## config.mk

```make
export PLATFORM = sky130hd
export DESIGN_NAME = hsc_front
export DESIGN_NICKNAME = d
export VERILOG_FILES = /design/src/rtl/hsc_pkg.sv /design/src/rtl/hsc_front.sv
export SDC_FILE = /design/constraint.sdc
export NUM_CORES = 1
export LEC_CHECK = 0
export ABC_AREA = 1
export BUFFER_PORTS_ARGS = -buffer_cell sky130_fd_sc_hd__buf_2
export CORE_MARGIN = 8
export CORE_UTILIZATION = 56
export CTS_BUF_LIST = sky130_fd_sc_hd__clkbuf_8
export CTS_CLUSTER_DIAMETER = 120
export CTS_CLUSTER_SIZE = 16
export DETAILED_ROUTE_END_ITERATION = 16
export GPL_TIMING_DRIVEN = 0
export HOLD_SLACK_MARGIN = 0.12
export PLACE_DENSITY = 0.79
export SYNTH_ARGS = -nofsm -noshare
export SYNTH_HDL_FRONTEND = slang
export SYNTH_SLANG_ARGS = --single-unit
```

## constraint.sdc

```tcl
create_clock -name clk -period 6.18 [get_ports clk]
set_clock_uncertainty 0.15 [all_clocks]
set_input_delay 0.618 -clock clk [delete_from_list [all_inputs] [get_ports clk]]
set_output_delay 0.618 -clock clk [all_outputs]
set_load 0.02 [all_outputs]
```

## src/rtl/hsc_pkg.sv

```systemverilog
// ----------------------------------------------------------------------------
// hsc_pkg
// Shared types and codes of the PC hotspot hash counter.
// ----------------------------------------------------------------------------
package hsc_pkg;

	localparam logic [1:0] OP_NOTE  = 2'd0;
	localparam logic [1:0] OP_READ  = 2'd1;
	localparam logic [1:0] OP_CLEAR = 2'd2;

	localparam logic [2:0] STAT_NEW  = 3'd0;
	localparam logic [2:0] STAT_HIT  = 3'd1;
	localparam logic [2:0] STAT_DROP = 3'd2;
	localparam logic [2:0] STAT_OFF  = 3'd3;
	localparam logic [2:0] STAT_NONE = 3'd4;

	// command kinds, decided by the front end
	localparam logic [2:0] K_NOTE  = 3'd0;
	localparam logic [2:0] K_OFF   = 3'd1;
	localparam logic [2:0] K_READ  = 3'd2;
	localparam logic [2:0] K_EMPTY = 3'd3;
	localparam logic [2:0] K_CLEAR = 3'd4;

	localparam logic [31:0] MIX_MUL = 32'h7feb352d;

	typedef struct packed {
		logic [2:0]  kind;
		logic [31:0] pc;
		logic [6:0]  cost;
		logic [31:0] addr;
	} cmd_t;

	typedef struct packed {
		logic        valid;
		logic [31:0] pc;
		logic [63:0] execs;
		logic [63:0] cycles;
	} entry_t;

	typedef struct packed {
		logic [2:0]  status;
		logic        slot_valid;
		logic [31:0] slot_pc;
		logic [63:0] slot_execs;
		logic [63:0] slot_cycles;
		logic [63:0] tot_instr;
		logic [63:0] tot_cycles;
	} res_t;

endpackage

```

## src/rtl/hsc_front.sv

```systemverilog
// ----------------------------------------------------------------------------
// hsc_front
// Takes items, classifies them and hashes the PC into a command.
// ----------------------------------------------------------------------------
module hsc_front #(
	parameter int TABLE_DEPTH = 4096
) (
	input  logic               clk,
	input  logic               arst_n,
	input  logic               push,
	output logic               full,
	input  logic [1:0]         opcode,
	input  logic [31:0]        exec_pc,
	input  logic signed [7:0]  cost_cycles,
	input  logic [11:0]        slot_index,
	input  logic               enable,
	input  logic               clearing,
	output logic               cmd_push,
	output hsc_pkg::cmd_t      cmd,
	input  logic               cmd_full
);

	logic        vld_s1;
	logic [1:0]  op_s1;
	logic [31:0] pc_s1;
	logic [6:0]  cost_s1;
	logic [11:0] slot_s1;
	logic [31:0] mix_s1;
	logic        accept;
	logic [31:0] prod;
	logic        in_range;

	assign full     = (vld_s1 && cmd_full) || clearing;
	assign accept   = push && !full;
	assign cmd_push = vld_s1 && !cmd_full;
	assign prod     = mix_s1 * hsc_pkg::MIX_MUL;
	assign in_range = {20'b0, slot_s1} < 32'(TABLE_DEPTH);

	always_comb begin
		cmd.pc   = pc_s1;
		cmd.cost = cost_s1;
		cmd.addr = prod ^ (prod >> 15);
		case (op_s1)
			hsc_pkg::OP_NOTE: begin
				cmd.kind = enable ? hsc_pkg::K_NOTE : hsc_pkg::K_OFF;
			end
			hsc_pkg::OP_READ: begin
				cmd.kind = in_range ? hsc_pkg::K_READ : hsc_pkg::K_EMPTY;
				cmd.addr = {20'b0, slot_s1};
			end
			hsc_pkg::OP_CLEAR: begin
				cmd.kind = hsc_pkg::K_CLEAR;
			end
			default: begin
				cmd.kind = hsc_pkg::K_EMPTY;
			end
		endcase
	end

	always_ff @(posedge clk) begin
		if (accept) begin
			op_s1   <= opcode;
			pc_s1   <= exec_pc;
			cost_s1 <= (!cost_cycles[7] && cost_cycles != 8'sd0) ? cost_cycles[6:0] : 7'd0;
			slot_s1 <= slot_index;
			mix_s1  <= exec_pc ^ (exec_pc >> 16);
		end
	end

	always_ff @(posedge clk or negedge arst_n) begin
		if (!arst_n) begin
			vld_s1 <= 1'b0;
		end else if (accept) begin
			vld_s1 <= 1'b1;
		end else if (cmd_push) begin
			vld_s1 <= 1'b0;
		end
	end

endmodule

```

==> results of run 1 <==
-- routing by layer --
| metal | vias up | wire length [µm] | GRT usage |
|---|---|---|---|
| li1 | 4436 | - | - |
| met1 | 5168 | 14300 | 0.337 |
| met2 | 762 | 20800 | 0.487 |
| met3 | 242 | 4470 | 0.0697 |
| met4 | 2 | 3030 | 0.112 |
| met5 | - | 9 | 0 |
-- what timing repair did --
action                                  4_1_cts  5_1_grt
hold endpoints to repair                      1        0
buffers inserted                             93       31
resized for setup                           230      152
hold buffers                                  1        0
endpoints found under the setup margin       32       32
pin swaps                                   100       86
-- cell type report --
type	count	share of cell area
clock inverter	7	0.00452
inverter	341	0.0799
buffer	21	0.00996
clock buffer	9	0.00758
multi-input combinational	846	0.627
tap	280	0.0214
timing repair buffer	255	0.121
sequential	70	0.128
-- through the flow --
| step | hold WS, ps | util | setup TNS (ps) | setup WS, ps | std cells |
|---|---|---|---|---|---|
| CTS | 274 | 0.717 | -26140 | -1280 | 1804 |
| detailed placement | 247 | 0.629 | -29380 | -1360 | 1695 |
| finish | 283 | 0.753 | -34000 | -1570 | 1829 |
| global route | 274 | 0.753 | -38270 | -1590 | 1829 |
| global placement | 244 | 0.627 | -29050 | -1370 | 1693 |
| floorplan | 172 | - | -3760 | -500 | 1278 |
-- final timing paths --
kind                            from   endpoint  slack (ps)  cells past startpoint
max                        mix_s1[5]    cmd[16]       -1570                     24
min reg2reg                   vld_s1     vld_s1         370                      2
max in group asynchronous     arst_n     vld_s1        5380                      2
min in group asynchronous     arst_n     vld_s1         420                      2
min                        opcode[0]   op_s1[0]         280                      1
max reg2reg                   vld_s1  mix_s1[8]        4330                      5
-- worst reg2reg max path, cell delays in order, from the launching register on --
cell,delay (ps)
sky130_fd_sc_hd__dfrtp_1,390
sky130_fd_sc_hd__nand2_1,70
sky130_fd_sc_hd__nand2_1,100
sky130_fd_sc_hd__nor2_4,360
sky130_fd_sc_hd__buf_12,260
sky130_fd_sc_hd__buf_16,230
-- state kept, by name, indices dropped and copies added, names as in the netlist --
register and count:
mix_s1 16, vld_s1 1, pc_s1 32, cost_s1 7, op_s1 2, slot_s1 12
-- cells in the final DEF, fill, tap and decap left out, drive strengths merged, types with 3 or more instances in the layout --
cell type / count
a31oi: 5
nand2: 191
a21o: 3
or2: 5
buf: 271
nand4: 3
xnor2: 19
inv: 344
nand3: 36
clkinv: 3
o21bai: 10
xor2: 40
edfxtp: 69
nor3: 7
a21oi: 32
clkbuf: 13
nor2: 65
o21ai: 32
ha: 189
fa: 199
nand3b: 3
-- cell families after synthesis --
family	share of synthesized area
AO/OA/AOI/OAI	0.0455
XOR/XNOR	0.0420
adder cells (fa/ha/maj)	0.516
buffers and inverters	0.117
flip-flops	0.171
AND/OR/NAND/NOR	0.108
==> results, run 1 <==
- The run finished, with violations left.
- The checks that failed: negative setup slack.
- The critical path arrival is 6980 ps.
- In the final layout, the share of cells above drive strength 1 is 0.373.
- The detailed-placement wirelength estimate is 27.1 mm.
- The cell family contributing the most delay on the critical path is adder cells.
- For this design, the slowest cell found on the critical path is sky130_fd_sc_hd__fa_1.
- In this design, the stage delay of the slowest critical-path cell is 600 ps.
- The final layout contains routed wiring with a total length of 42.6 mm.
- A synthesized cell averages 9.62 µm².
- Of the synthesized area, sequential elements account for 0.171.
- Together, buffers and inverters on the worst path number 6.
- Yosys mapped the design onto 42 distinct sky130hd cell types.
- Walking the worst path, the cells encountered are buf_12 > buf_6 > buf_8 > ha_4 > fa_2 > fa_1 > inv_2 > fa_1 > inv_1 > fa_1 > fa_1 > fa_1 > fa_1 > ha_4 > nand2_2 > nor3_4 > nand2_2 > or2_1 > nand3_2 > nand3_1 > nand2_2 > nor2_2 > nor2_2 > buf_6.
- The final-report max-slew violation count is 0.
- The type of element launching the critical path is a flop.
- The number of H-tree levels is 3.
- The clock input transition at the sequential cells of the worst setup and hold paths is 80 ps.
- The most common flop cell mapped by yosys is sky130_fd_sc_hd__edfxtp_1.
- The min-delay analysis places its worst path in the category input pin to flop.
- After global routing the overflow that remains totals 0.
- For this block, the via count after detailed routing is 10,600.
- Measured along the y axis, the die boundary spans 164 µm.
- Counting stages on the worst path, the most repeated cell is sky130_fd_sc_hd__fa_1.
- The area of the core is 0.0217 mm².
- The pin count of the biggest net entering global routing is 35.
- Summing all flip-flop and latch instances after layout gives 0.00210 mm².
- The Yosys step of the flow raised 0 warnings.
- The initial standard-cell utilization of the core is 0.567.
- The number of antenna diodes in the final layout is 0.
- The minimum setup slack in the final design is -1570 ps.
- In this run the remaining antenna-violating nets after routing total 0.
- Clock tree synthesis selected as its root buffer the cell sky130_fd_sc_hd__clkbuf_8.
- At the end of routability-driven placement, the weighted congestion stood at 0.958.
- For the pin with the worst max-slew slack, the measured transition is 1130 ps.
- The TritonCTS sink count is 70.
- The layout-stage area growth over the synthesis result is 32.9%.
- In this run the tool buffered the top-level ports with 135 buffer cells.
- The routed via count divided by cell count is 5.80.
- The area of placed instances is 0.0136 mm².
- The worst setup path is of the flop to output port kind.
- The multi-input combinational cell area is 0.0102 mm².
- The number of clock buffers inserted by TritonCTS is 9.
- The worst slew margin relative to its limit is 0.244.
- For this run, the detailed router's first-pass iteration total came to 5.
- The final design instance area without fill is 0.0163 mm².
- The number of instances in the synthesized netlist is 1,278.
- The filler cell count is 1,182.
- The highest clock rate is 129 MHz.
- By count the netlist is led by sky130_fd_sc_hd__inv_1 (339), sky130_fd_sc_hd__fa_1 (199), sky130_fd_sc_hd__ha_1 (189), sky130_fd_sc_hd__nand2_1 (180), sky130_fd_sc_hd__edfxtp_1 (69).
- The total of max-cap violations is 0.
- In this run, synthesis inferred 69 flip-flops with an integrated enable.
- TritonCTS built the clock tree.
- The number of antenna violations at the first check in global routing is 1.
- The later pin in the worst-skew pair is clocked with a latency of 350 ps.
- The worst setup path is captured at an output port.
- By area the synthesized netlist is led by sky130_fd_sc_hd__fa_1 (32%), sky130_fd_sc_hd__ha_1 (19%), sky130_fd_sc_hd__edfxtp_1 (17%).
- Synthesis inferred 70 register bits.
- The maximum root-to-sink buffer count is 2.
- The final setup violation count is 32.
- Dividing the final minimum period by the clock period gives 1.25.
- The post-synth net total is 1,726.
- The worst path in the final design needs a cycle of 7750 ps, including I/O delays and setup.
- The first global-routing pass estimated 58.1 mm of wire.
- The overall die area is 0.0269 mm².
- The share of the synthesized area in the top cell type is 0.324.
- The final hold violation count is 0.
- The number of primary I/O pins is 136.
- For this run, the post-layout net count is 1,992.
- The fraction of registers with async set or reset after synthesis is 0.0143.
- Along the worst path, the maximum fanout reaches 6.
- The standard-cell row count is 54.
- The number of global-route vias before repair was 10,900.
- After detailed routing, the average wire length per cell comes to 23.3 µm.
- Setup repair after global routing could not meet its margin everywhere.
- The largest area contributor in the synthesized netlist is sky130_fd_sc_hd__fa_1.
- The die outline width is 164 µm.
- For this block, the initial DRC count from the detailed router was 962.
- The number of remaining DRC errors is 0.
- The post-synthesis cell area is 0.0123 mm².
- At the worst endpoint, the required time is 5410 ps.
- Across every metal layer, demand over resource in global routing totals 0.284.
- The most common cell in the netlist is sky130_fd_sc_hd__inv_1.
Power of run 1 is left out: the tool's default activity adds up to more than one toggle a clock period on the data nets, which glitch-free logic cannot reach.
==> run 2: changes to the inputs <==
--- a/config.mk
+++ b/config.mk
@@ -7,7 +7,6 @@
 export LEC_CHECK = 0
 export ABC_AREA = 1
 export BUFFER_PORTS_ARGS = -buffer_cell sky130_fd_sc_hd__buf_2
-export CORE_MARGIN = 8
 export CORE_UTILIZATION = 56
 export CTS_BUF_LIST = sky130_fd_sc_hd__clkbuf_8
 export CTS_CLUSTER_DIAMETER = 120
==> results, run 2 (synthesized netlist as in run 1, its figures left out) <==
- The overflow left after global routing was 0 (unchanged).
- The TritonCTS sink count came to 70 (unchanged).
- The highest clock rate is 128 MHz (-0.98%).
- The run finished, with violations left.
- The maximum net fanout on the critical path is 5 (-1).
- The standard-cell row count was 53 (-1.9%).
- TritonCTS built the clock tree.
- The path class of the tightest hold or removal check is input pin to flop.
- The startpoint identified for the worst register-to-register timing path is vld_s1.
- The number of clock buffers inserted by TritonCTS is 9 (unchanged).
- The total placed cells including tap cells came to 1,690 (-0.29%).
- The slack of the worst reg-to-reg path is 4290 ps (-40 ps).
- The pin count of the biggest net entering global routing is 36 (+2.9%).
- The final-report max-slew violation count is 0 (unchanged).
- The overall fraction of global-route tracks in use came to 0.357 (+0.0735).
- The required time of the critical path was 5410 ps (about the same).
- The final non-filler cell total was 1,820 (-0.49%).
- The total of max-cap violations is 0 (unchanged).
- The worst-margin pin slew is 1090 ps (-47.4 ps).
- The final reports fail on negative setup slack.
- The average wire per standard cell came to 23.2 µm (-0.50%).
- The maximum root-to-sink buffer count was 2 (unchanged).
- Compared with the post-synthesis result, the final layout area differs by 32.0%.
- The detailed-placement wirelength estimate is 26.7 mm (-1.6%).
- The number of primary I/O pins was 136 (unchanged).
- The die outline width was 150 µm (-8.5%).
- The last weighted congestion value of the routability-driven placer is 0.969 (+1.2%).
- The area of the core is 0.0213 mm² (-1.9%).
- The number of port buffers came to 135 (unchanged).
- The number of search-and-repair iterations in the first detailed-routing pass came to 7 (+2).
- The clock tree root driver cell is sky130_fd_sc_hd__clkbuf_8.
- The fraction of layout instances using a drive strength above 1 is 0.351 (-0.0223).
- The endpoint of the lowest-slack register-to-register path is pc_s1[16].
- The timing startpoint of the critical path is mix_s1[4].
- The number of global-route vias before repair is 10,900 (+0.23%).
- The most common cell after layout, fill and taps aside is sky130_fd_sc_hd__inv_1.
- The number of remaining DRC errors is 0 (unchanged).
- The routed via count is 10,600 (-0.29%).
- The worst-case reg-to-reg path depth was 5 (unchanged).
- The final hold violation count is 0 (unchanged).
- Setup repair after global routing could not meet its margin everywhere.
- The clock latency of the later-clocked register in the worst-skew pair is 340 ps (about the same).
- The first-pass GRT wire length is 58.8 mm (+1.2%).
- The critical path ends at cmd[16].
- The final cycle utilization of the critical path came to 1.27 (+0.0125).
- The number of nets in the finished design came to 1,988 (-0.20%).
- The worst slew margin relative to its limit is 0.276 (+0.0316).
- The initial standard-cell utilization of the core is 0.577 (+0.0107).
- The total routed wirelength is 42.2 mm (-0.99%).
- The type of element launching the critical path is a flop.
- The register name with the most flops is pc_s1.
- The clock period minus final worst setup slack is 7830 ps (+77.0 ps).
- In the final layout, the registers with the most flip-flops are pc_s1 (32), mix_s1 (16), slot_s1 (12).
- The remaining number of nets flagged by the antenna check after routing is 0 (unchanged).
- The minimum setup slack in the final design is -1650 ps (-77.0 ps).
- The die outline height came to 150 µm (-8.5%).
- The number of flip-flops in the largest register is 32 (unchanged).
- The number of antenna violations at the first check in global routing is 0 (-1).
- The clock input transition at the sequential cells of the worst setup and hold paths is 90 ps (about the same).
- The overall die area is 0.0225 mm² (-16%).
- The endpoint type of the worst setup path is an output port.
- The critical path arrival is 7060 ps (+80 ps).
- The top cell types in the final layout, fill and taps aside, are sky130_fd_sc_hd__inv_1 (305), sky130_fd_sc_hd__fa_1 (180), sky130_fd_sc_hd__nand2_1 (149), sky130_fd_sc_hd__ha_1 (139).
- The critical path class is flop to output port.
- The diode insertion count for antenna repair is 0 (unchanged).
- The final setup violation count is 32 (unchanged).
- The number of H-tree levels came to 3 (unchanged).
- The cell depth of the worst hold path is 1 (unchanged).
- The detailed router's first-iteration violation count is 875 (-9.0%).
- The routed via count divided by cell count is 5.81 (+0.20%).
-- run 2: layout make-up --
| cell class | count | area [µm²] |
|---|---|---|
| Multi-Input combinational cell | 846 | 10100 |
| Fill cell | 1127 | 5060 |
| Sequential cell | 70 | 2100 |
| Timing Repair Buffer | 251 | 1970 |
| Inverter | 341 | 1290 |
| Tap cell | 275 | 344 |
| Buffer | 21 | 163 |
| Clock buffer | 9 | 124 |
| Clock inverter | 7 | 97.6 |
-- run 2: worst min-delay path by stage --
stage / slack, ps / endpoint / startpoint
detailed placement: 250 / vld_s1 / arst_n
finish: 280 / slot_s1[8] / slot_index[8]
global placement: 250 / vld_s1 / arst_n
floorplan: 170 / vld_s1 / arst_n
CTS: 280 / slot_s1[9] / slot_index[9]
global route: 270 / slot_s1[8] / slot_index[8]
-- run 2: through the flow --
stage	area, µm²	hold slack [ps]	util	setup TNS (ps)	setup slack, ps
2_1_floorplan	12600	172	-	-3760	-500
3_3_place_gp	13600	245	0.638	-28380	-1330
4_1_cts	15600	275	0.732	-26260	-1320
5_1_grt	16200	273	0.762	-38390	-1740
3_5_place_dp	13600	253	0.641	-30230	-1420
6_report	16200	284	0.762	-33130	-1650
-- run 2: routing by layer --
layer	track usage	vias up	routed length (µm)
met5	0	-	0
met4	0.179	0	3110
met3	0.0694	252	4280
met2	0.593	756	20400
met1	0.447	5143	14400
li1	-	4428	-
-- run 2: repair_timing --
action	4_1_cts	5_1_grt
endpoints found under the hold margin	1	0
pin swaps	69	98
gates resized for setup	211	119
setup buffers	93	25
endpoints found under the setup margin	32	32
hold buffers	1	0
-- run 2: critical path: stages, from the launching register on --
cell and delay [ps]:
sky130_fd_sc_hd__edfxtp_1 440, sky130_fd_sc_hd__buf_12 170, sky130_fd_sc_hd__fa_1 470, sky130_fd_sc_hd__xor2_1 160, sky130_fd_sc_hd__ha_1 220, sky130_fd_sc_hd__o21bai_4 190, sky130_fd_sc_hd__fa_1 580, sky130_fd_sc_hd__fa_1 480
sky130_fd_sc_hd__fa_1 610, sky130_fd_sc_hd__fa_2 510, sky130_fd_sc_hd__fa_2 630, sky130_fd_sc_hd__fa_2 490, sky130_fd_sc_hd__ha_4 360, sky130_fd_sc_hd__nand2_4 80, sky130_fd_sc_hd__nor3_4 190, sky130_fd_sc_hd__nand2_1 120
sky130_fd_sc_hd__or2_1 240, sky130_fd_sc_hd__nand3_2 120, sky130_fd_sc_hd__buf_6 110, sky130_fd_sc_hd__nand3_2 60, sky130_fd_sc_hd__nand2_2 130, sky130_fd_sc_hd__nor2_2 60, sky130_fd_sc_hd__nor2_2 130, sky130_fd_sc_hd__buf_6 130
Power of run 2 is left out for the same reason.
