==> config.mk <==
export PLATFORM = sky130hd
export DESIGN_NAME = hsc_fifo
export DESIGN_NICKNAME = d
export VERILOG_FILES = /design/src/rtl/hsc_fifo.sv
export SDC_FILE = /design/constraint.sdc
export NUM_CORES = 1
export LEC_CHECK = 0
export ABC_AREA = 1
export ABC_CLOCK_PERIOD_IN_PS = 2200
export BUFFER_PORTS_ARGS = -buffer_cell sky130_fd_sc_hd__buf_4
export CAP_MARGIN = 10
export CELL_PAD_IN_SITES_DETAIL_PLACEMENT = 1
export CELL_PAD_IN_SITES_GLOBAL_PLACEMENT = 1
export CORE_ASPECT_RATIO = 0.9
export CORE_MARGIN = 2
export CORE_UTILIZATION = 40
export CTS_BUF_LIST = sky130_fd_sc_hd__clkbuf_2
export DETAILED_ROUTE_END_ITERATION = 6
export PLACE_DENSITY = 0.88
export SLEW_MARGIN = 0
export SYNTH_ARGS = -nofsm -noshare
export SYNTH_HDL_FRONTEND = slang
export SYNTH_SLANG_ARGS = --single-unit
==> constraint.sdc <==
create_clock -name clk -period 2.2 [get_ports clk]
set_clock_uncertainty 0.15 [all_clocks]
set_input_delay 0.11 -clock clk [delete_from_list [all_inputs] [get_ports clk]]
set_output_delay 0.11 -clock clk [all_outputs]
set_load 0.05 [all_outputs]
==> src/rtl/hsc_fifo.sv <==
// ----------------------------------------------------------------------------
// hsc_fifo
// Small register queue used between front end, back end and result port.
// ----------------------------------------------------------------------------
module hsc_fifo #(
	parameter int W     = 8,
	parameter int DEPTH = 2
) (
	input  logic         clk,
	input  logic         arst_n,
	input  logic         push,
	input  logic [W-1:0] wdata,
	output logic         full,
	input  logic         pop,
	output logic [W-1:0] rdata,
	output logic         empty
);

	localparam int AW = $clog2(DEPTH);

	logic [W-1:0]  buf_q [DEPTH];
	logic [AW-1:0] wp_q;
	logic [AW-1:0] rp_q;
	logic [AW:0]   cnt_q;
	logic          do_push;
	logic          do_pop;

	assign full    = (cnt_q == (AW+1)'(DEPTH));
	assign empty   = (cnt_q == '0);
	assign do_push = push && !full;
	assign do_pop  = pop && !empty;
	assign rdata   = buf_q[rp_q];

	always_ff @(posedge clk) begin
		if (do_push) begin
			buf_q[wp_q] <= wdata;
		end
	end

	always_ff @(posedge clk or negedge arst_n) begin
		if (!arst_n) begin
			wp_q  <= '0;
			rp_q  <= '0;
			cnt_q <= '0;
		end else begin
			if (do_push) begin
				wp_q <= wp_q + 1'b1;
			end
			if (do_pop) begin
				rp_q <= rp_q + 1'b1;
			end
			if (do_push && !do_pop) begin
				cnt_q <= cnt_q + 1'b1;
			end else if (!do_push && do_pop) begin
				cnt_q <= cnt_q - 1'b1;
			end
		end
	end

endmodule

==> results of run 1 <==
[registers in the layout (all words and copies together), names as in the netlist]
register and count:
buf_q 16, rp_q 1, cnt_q 2, wp_q 1
[what timing repair did]
action | 4_1_cts | 5_1_grt
hold buffers | 12 | 0
setup endpoints to repair | 0 | 0
endpoints found under the hold margin | 22 | 0
[per-layer routing]
layer  GRT usage [%]  vias up  share of wire (%)
met5               0        -                  0
met4            3.68        0                1.2
met3            4.22        2                3.3
met2            29.5       17                 51
met1            21.5      307                 45
li1                -      307                  -
[cell usage after synthesis]
master,count
edfxtp_1,16
nand3_1,1
inv_1,7
ha_1,1
o21ai_0,2
nor2_1,2
nand4_1,1
nor2_2,2
dfrtp_1,4
xnor2_1,1
nand3b_1,1
buf_2,1
nand2_1,33
inv_2,1
[worst paths after layout]
| check | slack, ns | from | to | cells past startpoint |
|---|---|---|---|---|
| hold / removal | 0.37 | wdata[6] | buf_q[1][6]$_DFFE_PP_ | 2 |
| hold reg to reg | 0.37 | wp_q$_DFFE_PN0N_ | wp_q$_DFFE_PN0N_ | 2 |
| max in group asynchronous | 1.16 | arst_n | wp_q$_DFFE_PN0N_ | 3 |
| setup reg to reg | 0.49 | cnt_q[0]$_DFFE_PN0P_ | cnt_q[1]$_DFFE_PN0P_ | 6 |
| min in group asynchronous | 0.57 | arst_n | rp_q$_DFFE_PN0P_ | 3 |
| setup / recovery | 0.49 | cnt_q[0]$_DFFE_PN0P_ | cnt_q[1]$_DFFE_PN0P_ | 6 |
[stage by stage]
step,instance area (um^2),util [%],instances,setup slack (ns),hold WS [ns]
3_3_place_gp,1000,52.3,119,0.634,-0.238
6_report,1170,60.9,135,0.492,0.369
2_1_floorplan,810,-,73,0.412,-0.336
4_1_cts,1170,60.9,135,0.486,0.346
5_1_grt,1170,60.9,135,0.348,0.357
3_5_place_dp,1000,52.3,119,0.523,-0.238
[where the power goes]
group	total, mW	internal (mW)	switching, mW
sequential	0.602	0.525	0.0777
clock	0.266	0.157	0.109
combinational	0.850	0.252	0.598
total	1.72	0.933	0.785
[worst max-delay path: stages (launching register included)]
cell and delay (ns):
dfrtp_1 0.50, o21ai_0 0.32, ha_1 0.33, inv_1 0.10, nand3_1 0.09, nand2_1 0.07, nand2_1 0.05
[kinds of logic after synthesis]
family / after synthesis / synth area share [%]
buffers and inverters: 9 / 4.33
AOI/OAI and AO/OA: 2 / 1.24
xor gates and xnor gates: 1 / 1.08
adders and majority gates: 1 / 1.55
DFF: 20 / 71.7
and+or+nand+nor: 40 / 20.1
[cell type report]
class / count / area share (%)
Clock inverter: 1 / 2.58
Multi-Input combinational cell: 44 / 16.6
Tap cell: 25 / 2.68
Timing Repair Buffer: 34 / 24.5
Clock buffer: 3 / 1.29
Sequential cell: 20 / 49.8
Inverter: 8 / 2.58
==> results.yml, run 1 <==
die:
  start_util_pct: 42.3
  die_x_um: 51.4
  ioPinCount: 22
  core_mm2: 0.00191
  die-area_mm2: 0.00240
  die-height_um: 46.7
  fp-row-count: 15
synthesis:
  ys_seq_elements: 20
  synth_area_per_cell_um2: 11.1
  syn_area_um2: 810
  ys_types: 14
  synthesis.nets: 86
  syn_inst: 73
  yosysWarnings: 0
  synth_top_area_cell: "edfxtp_1"
  synth_top_area_share_pct: 59.4
  seq_area_frac_synth_pct: 71.7
  synth.area.top_cells: "edfxtp_1 (59%), nand2_1 (15%), dfrtp_1 (12%), inv_1 (3.2%), ha_1 (1.5%)"
finish:
  nFillCells: 224
  drive_above_1_share_pct: 26.4
  area_growth_pct: 44.0
  layout_commonest_cell: "nand2_1"
  multi_input_area_um2: 194
  antenna_cells: 0
  seq_area_um2: 581
  final_nets: 124
  layout_common_cells: "nand2_1 (33), buf_4 (22), edfxtp_1 (16)"
route:
  antenna_left: 0
  wl_mm: 1.79
  post_drt_wl_per_cell_um: 13.3
  vias: 633
  route.detailed.drc: 0
  dr.pass1.iters: 4
  detail_route.vias_per_cell: 4.69
  drt_iter0_drc: 20
sta:
  hold_viol: 0
  slew_headroom_pct: 76.9
  fin_crit_ns: 1.71
  setup_viol: 0
  tightestPinTransition_ns: 0.346
  grt_setup_unrepaired: "no"
  post-route-period-util_pct: 77.6
  clock.fmax_ghz: 0.585
  maxSlewViolCount: 0
  setup-tns-final_ns: 0
global_routing:
  grt_max_degree: 13
  first_global_vias: 630
  grt_pass1_wl_mm: 2.88
  grt_overflow: 0
  antenna_found_initial: 0
  grtUsageTotal_pct: 16.9
clock_tree:
  cts.sinks: 20
  cts_tree: "done"
  cts_setup_buffers: 0
  clkTransAtPathRegs_ns: 0.18
  cts-resized-gates: 0
  root_buffer: "clkbuf_2"
  cts.htree.levels: 1
  clock_latency_ns: 0.30
  cts_buffers: 3
  cts.path.max_buffers: 2
placement:
  port_buffers: 21
  gp_congestion: 0.861
  place_hpwl_mm: 1.18
flow_run:
  drv_cap: 0
worst_setup_path:
  arrival_ns: 1.78
  cp-start-kind: "flop"
  critical_path.max_fanout: 7
  cp.required_ns: 2.27
  path_class: "reg -> reg"
  crit_path_end_kind: "flop"
pwr:
  power_density_mw_per_mm2: 1470
  p_leak_nw: 0.543
  vdd_drop_max_v: 0.000838
  total_power_mw: 1.72
run_status:
  status: "finished, final reports clean"
min_path:
  holdCritPathClass: "in -> reg"
Note: power is estimated with default switching activity, not from simulation.
==> inputs of run 2 (changes only) <==
Settings changed: ABC_AREA 1 to 0, ABC_CLOCK_PERIOD_IN_PS 2200 to 1450, CORE_UTILIZATION 40 to 39, PLACE_DENSITY 0.88 to 0.85.
Clock period 2.2 ns to 1.45 ns, I/O delays scaled along.
==> run 2 against run 1 <==
Against the previous run: the flow now finishes with violations (setup timing); cell count fell by 14%; critical path depth fell by 3; sequential power rose by 50%; register-to-register slack got worse by 0.55 ns; clock power fell by 12%; cell area rose by 16%; worst hold slack got worse by 0.35 ns; core utilization rose by 11 points; total power rose by 75%; largest cell class unchanged.
==> results.yml, run 2 <==
sta:
  setup-tns-final_ns: -1.24
  setup_viol: 10
  slew_headroom_pct: 86.1
  worst_slack_ns: -0.157
  tightestPinTransition_ns: 0.208
  hold_viol: 0
  fin_crit_ns: 1.61
  post-route-period-util_pct: 111
  maxSlewViolCount: 0
  clock.fmax_ghz: 0.622
  grt_setup_unrepaired: "yes"
finish:
  area_growth_pct: 73.4
  largest_register: "buf_q"
  layout_common_cells: "edfxtp_1 (16), buf_4 (16), buf_6 (12)"
  largest_register_ffs: 16
  multi_input_area_um2: 274
  nFillCells: 170
  antenna_cells: 0
  instances_no_fill: 116
  final_nets: 105
  seq_area_um2: 583
  drive_above_1_share_pct: 63.7
  reg.largest.list: "buf_q: 16 flops, cnt_q: 2 flops"
global_routing:
  first_global_vias: 580
  grt_overflow: 0
  grtUsageTotal_pct: 18.0
  grt_pass1_wl_mm: 2.90
  antenna_found_initial: 0
  grt_max_degree: 12
die:
  ioPinCount: 22
  start_util_pct: 41.3
  die-height_um: 46.5
  core_mm2: 0.00190
  die_x_um: 51.2
  fp-row-count: 15
  die-area_mm2: 0.00238
worst_setup_path:
  path_class: "reg -> out"
  cpLargestDelayFamily: "flip-flops"
  critPathMaxStageDelay_ns: 0.47
  crit_path_end_kind: "output pin"
  cp-start-kind: "flop"
  timing.critical_path.buf_inv: 2
  critical_path.max_fanout: 5
  slowest_stage: "dfrtp_2"
  path_cells: "buf_6 -> mux2_4 -> buf_8"
  arrival_ns: 1.38
  cp.required_ns: 1.23
clock_tree:
  cts.path.max_buffers: 2
  clkTransAtPathRegs_ns: 0.17
  cts_buffers: 3
  cts.sinks: 20
  root_buffer: "clkbuf_2"
  cts.htree.levels: 1
  clock_latency_ns: 0.31
  cts_tree: "done"
synthesis:
  synthXorXnorAreaFrac_pct: 6.56
  synth_top_area_cell: "edfxtp_1"
  seq_area_frac_synth_pct: 74.2
  synth.area.top_cells: "edfxtp_1 (61%), dfrtp_1 (13%), mux2_1 (8.6%), mux2_2 (2.9%), xnor2_1 (2.2%)"
  synth_mux_area_share_pct: 11.5
  ys_types: 15
  synthArstFlopShare_pct: 20.0
  syn_inst: 44
  ys.flop_type: "edfxtp_1"
  synth_area_per_cell_um2: 17.8
  yosysWarnings: 0
  synthAdderAreaFrac_pct: 1.60
  synth_edf_count: 16
  synth_top_area_share_pct: 61.4
  synthSimpleGateAreaFrac_pct: 3.84
  synth_top_family_by_area: "multiplexers"
  ys_seq_elements: 20
  synth_compound_area_share_pct: 0.640
  syn_area_um2: 782
  synthMostInstantiatedCell: "edfxtp_1"
  netlist_top_cells_count: "edfxtp_1 (16), mux2_1 (6), dfrtp_1 (4)"
  synthesis.nets: 57
pwr:
  p_clk_share_pct: 7.8
  p_leak_nw: 0.581
  swShare_pct: 40.5
  total_power_mw: 3.01
  power.internal_mw: 1.79
  power_frac_comb_pct: 62.2
  vdd_drop_max_v: 0.00127
  power_density_mw_per_mm2: 2220
  p_switching_mw: 1.22
  seq_power_share_pct: 30.1
flow_run:
  drv_cap: 0
route:
  dr.pass1.iters: 3
  antenna_left: 0
  post_drt_wl_per_cell_um: 17.1
  route.detailed.drc: 0
  wl_mm: 1.98
  vias: 538
  drt_iter0_drc: 7
  detail_route.vias_per_cell: 4.64
min_path:
  holdCritPathClass: "in -> reg"
run_status:
  violations: "setup timing"
  status: "finished, violations left"
placement:
  place_ws_ns: -0.0678
  gp_congestion: 0.756
  place_hpwl_mm: 1.18
  port_buffers: 21
  dp_cells: 96
-- run 2: cell types whose count changed in the layout (fill, tap and decap cells not counted), moves of 5 or more --
cell	before	now
mux2_4	0	8
buf_8	0	5
nand2_1	33	0
buf_6	0	12
buf_4	22	16
inv_1	7	1
-- run 2: metal layers --
metal	share of wire [%]	GRT usage, %	up-vias
li1	-	-	252
met1	41	20.7	266
met2	55	35.1	16
met3	2.7	2.92	4
met4	1.4	4.86	0
met5	0	0	-
-- run 2: logic make-up after synthesis --
family	count (synthesis)
AO/OA/AOI/OAI	1
flip-flops	20
AND/OR/NAND/NOR	6
multiplexers	8
adder cells (fa/ha/maj)	1
XOR/XNOR	5
buffers and inverters	3
-- run 2: cell type report --
type / count / share of cell area (%)
Tap cell: 25 / 2.31
Multi-Input combinational cell: 21 / 20.2
Inverter: 2 / 0.554
Sequential cell: 20 / 43.0
Clock buffer: 4 / 1.48
Timing Repair Buffer: 44 / 32.5
-- run 2: per-stage QoR --
stage | hold slack [ns] | utilization, % | area [um^2]
final | 0.0174 | 71.6 | 1360
after global routing | 0.00162 | 71.6 | 1360
after CTS | 0.00640 | 67.1 | 1270
after detailed placement | -0.277 | 54.7 | 1040
after floorplan | -0.373 | - | 800
after global placement | -0.276 | 54.7 | 1040
-- run 2: repair_timing --
action	4_1_cts	5_1_grt
buffers inserted	2	3
resized for setup	27	15
hold buffers	10	1
pin swaps	1	4
endpoints found under the setup margin	12	19
hold endpoints to repair	20	1
-- run 2: power groups by stage --
stage               combinational (mW)  sequential, mW  clock, mW
CTS                               1.67           0.889      0.237
global placement                  1.24           0.917          0
detailed placement                1.28           0.933          0
global route                      1.94           0.919      0.262
finish                            1.87           0.905      0.234
floorplan                        0.880           0.886          0
-- run 2: final timing paths --
kind,startpoint,to,slack (ns),cells past startpoint
min in group asynchronous,arst_n,wp_q$_DFFE_PN0N_,0.50,3
min,push,cnt_q[0]$_DFFE_PN0P_,0.02,5
max,rp_q$_DFFE_PN0P_,rdata[6],-0.16,3
max in group asynchronous,arst_n,cnt_q[1]$_DFFE_PN0P_,0.46,3
max reg2reg,cnt_q[0]$_DFFE_PN0P_,cnt_q[1]$_DFFE_PN0P_,-0.06,7
min reg2reg,wp_q$_DFFE_PN0N_,wp_q$_DFFE_PN0N_,0.44,2
-- run 2: worst reg2reg max path: stages, from the launching register on --
cell and delay, ns:
dfrtp_1 0.45, nand2b_4 0.17, nand2_4 0.07, inv_2 0.04, ha_4 0.15, xor2_2 0.15
nor2_2 0.12, xor2_1 0.15
==> inputs of run 3 (changes only) <==
Settings changed: ABC_AREA 0 to 1, CAP_MARGIN 10 to unset, CORE_UTILIZATION 39 to 36, PLACE_DENSITY 0.85 to 0.84.
==> run 3 against run 2 <==
Against the previous run: the run now ends clean; first-iteration DRC count grew 43%; cell area shrank 0.28%; flip-flop and latch count is the same; wire length grew 15%; combinational power is essentially flat; sequential power grew 1%; core utilization shrank 9.0 points; critical path depth grew 1; total power grew 0.17%; die area grew 11%; critical endpoint is now rdata[5].
==> results.yml, run 3 (synthesis results as in run 1) <==
pwr:
  vdd_drop_max_v: 0.00131
  power_density_mw_per_mm2: 2230
  p_leak_nw: 0.596
placement:
  port_buffers: 21
  place_hpwl_mm: 1.21
  gp_congestion: 0.768
  place_ws_ns: -0.0974
worst_setup_path:
  critical_path.max_fanout: 3
  cp-start-kind: "flop"
  cp.required_ns: 1.23
  slowest_stage: "dfrtp_2"
  crit_path_end_kind: "output pin"
  arrival_ns: 1.22
  critPathMaxStageDelay_ns: 0.48
  r2r_slack_ns: 0.01
  r2r-start: "cnt_q[0]$_DFFE_PN0P_"
  path_cells: "buf_4 -> nand2_2 -> nand2_2 -> buf_6"
  r2r_end: "cnt_q[1]$_DFFE_PN0P_"
  cp_common_cell: "nand2_2"
  path_class: "reg -> out"
  reg2reg_depth: 6
route:
  antenna_left: 0
  wl_mm: 2.29
  post_drt_wl_per_cell_um: 15.7
  detail_route.vias_per_cell: 4.63
  dr.pass1.iters: 4
  route.detailed.drc: 0
  drt_iter0_drc: 10
  vias: 676
die:
  die-area_mm2: 0.00264
  die-height_um: 49.0
  die_x_um: 54.0
  ioPinCount: 22
  core_mm2: 0.00216
  start_util_pct: 37.4
  fp-row-count: 16
clock_tree:
  root_buffer: "clkbuf_2"
  clkTransAtPathRegs_ns: 0.19
  clock_latency_ns: 0.30
  cts_buffers: 3
  cts_tree: "done"
  cts.sinks: 20
  cts.path.max_buffers: 2
  cts.htree.levels: 1
sta:
  grt_setup_unrepaired: "yes"
  worst_slack_ns: 0.0103
  tightestPinTransition_ns: 0.284
  fin_worst_hold_slack_ns: 0.331
  setup_viol: 0
  slew_headroom_pct: 80.9
  fin_crit_ns: 1.44
  clock.fmax_ghz: 0.695
  post-route-period-util_pct: 99.3
  maxSlewViolCount: 0
  hold_viol: 0
finish:
  largest_register_ffs: 16
  final_nets: 133
  reg.largest.list: "buf_q: 16 flops, cnt_q: 2 flops"
  area_growth_pct: 67.1
  antenna_cells: 0
  largest_register: "buf_q"
  fin_util_pct: 62.6
  layout_commonest_cell: "buf_4"
  layout_common_cells: "buf_4 (19), nand2_1 (18), edfxtp_1 (16)"
  drive_above_1_share_pct: 52.9
min_path:
  min_path_cells: 2
  holdCritPathClass: "in -> reg"
  hold_path_end: "buf_q[0][5]$_DFFE_PP_"
  min_from: "wdata[5]"
global_routing:
  antenna_found_initial: 0
  first_global_vias: 764
  grt_overflow: 0
  grt_max_degree: 12
  grt_pass1_wl_mm: 3.35
  grtUsageTotal_pct: 18.0
run_status:
  status: "finished, final reports clean"
flow_run:
  drv_cap: 0
[run 3: changes by cell type in the layout (fill, tap and decap cells not counted), moves of 2 or more]
| cell | previous run | this run |
|---|---|---|
| nand2_1 | 0 | 18 |
| nand2_2 | 0 | 15 |
| mux2_4 | 8 | 0 |
| buf_8 | 5 | 1 |
| buf_4 | 16 | 19 |
| inv_1 | 1 | 4 |
| buf_6 | 12 | 10 |
[run 3: worst max-delay path, delay by kind of cell, from the launching register on]
| kind | cells | cell delay (ns) |
|---|---|---|
| flip-flops | 1 | 0.48 |
| AND/OR/NAND/NOR | 2 | 0.14 |
| buffers and inverters | 2 | 0.31 |
[run 3: per-stage QoR]
step	area [um^2]	total power, mW	setup TNS (ns)	instances
2_1_floorplan	821	1.83	-0.216	73
3_3_place_gp	1050	2.25	-0.0808	124
3_5_place_dp	1050	2.30	-0.330	124
4_1_cts	1260	2.71	0	145
5_1_grt	1350	3.17	-0.372	146
6_report	1350	3.01	0	146
[run 3: cell type report]
| type | count | area (um^2) |
|---|---|---|
| inverter | 8 | 37.5 |
| fill | 223 | 810 |
| sequential | 20 | 583 |
| tap | 27 | 33.8 |
| multi-input combinational | 44 | 268 |
| timing repair buffer | 43 | 410 |
| clock buffer | 4 | 20.0 |
[run 3: worst max-delay path by stage]
| stage | startpoint | endpoint | depth (start not counted) | slack, ns |
|---|---|---|---|---|
| 2_1_floorplan | cnt_q[1]$_DFFE_PN0P_ | cnt_q[1]$_DFFE_PN0P_ | 8 | -0.16 |
| 3_3_place_gp | cnt_q[0]$_DFFE_PN0P_ | cnt_q[1]$_DFFE_PN0P_ | 6 | -0.08 |
| 3_5_place_dp | cnt_q[0]$_DFFE_PN0P_ | cnt_q[1]$_DFFE_PN0P_ | 6 | -0.1 |
| 4_1_cts | rp_q$_DFFE_PN0P_ | rdata[6] | 4 | 0.004 |
| 5_1_grt | cnt_q[1]$_DFFE_PN0P_ | cnt_q[1]$_DFFE_PN0P_ | 8 | -0.06 |
| 6_report | rp_q$_DFFE_PN0P_ | rdata[5] | 4 | 0.01 |
[run 3: report_power, final]
group          internal [mW]  leakage, nW  switching, mW
Combinational          0.728        0.385           1.13
Sequential             0.804        0.195          0.113
Clock                 0.0731       0.0166          0.165
[run 3: routing by layer]
layer / wire (um) / up-vias / global-route usage [%]
met4: 41 / 0 / 7.50
met3: 47 / 4 / 2.76
met1: 812 / 333 / 18.3
met2: 1390 / 14 / 34.3
li1: - / 325 / -
met5: 0 / - / 0
[run 3: repair_timing]
item / CTS / global route
hold endpoints to repair: 22 / 0
hold buffers: 12 / 0
setup endpoints to repair: 17 / 25
pin swaps: 1 / 7
gates resized for setup: 9 / 29
setup buffers: 5 / 1
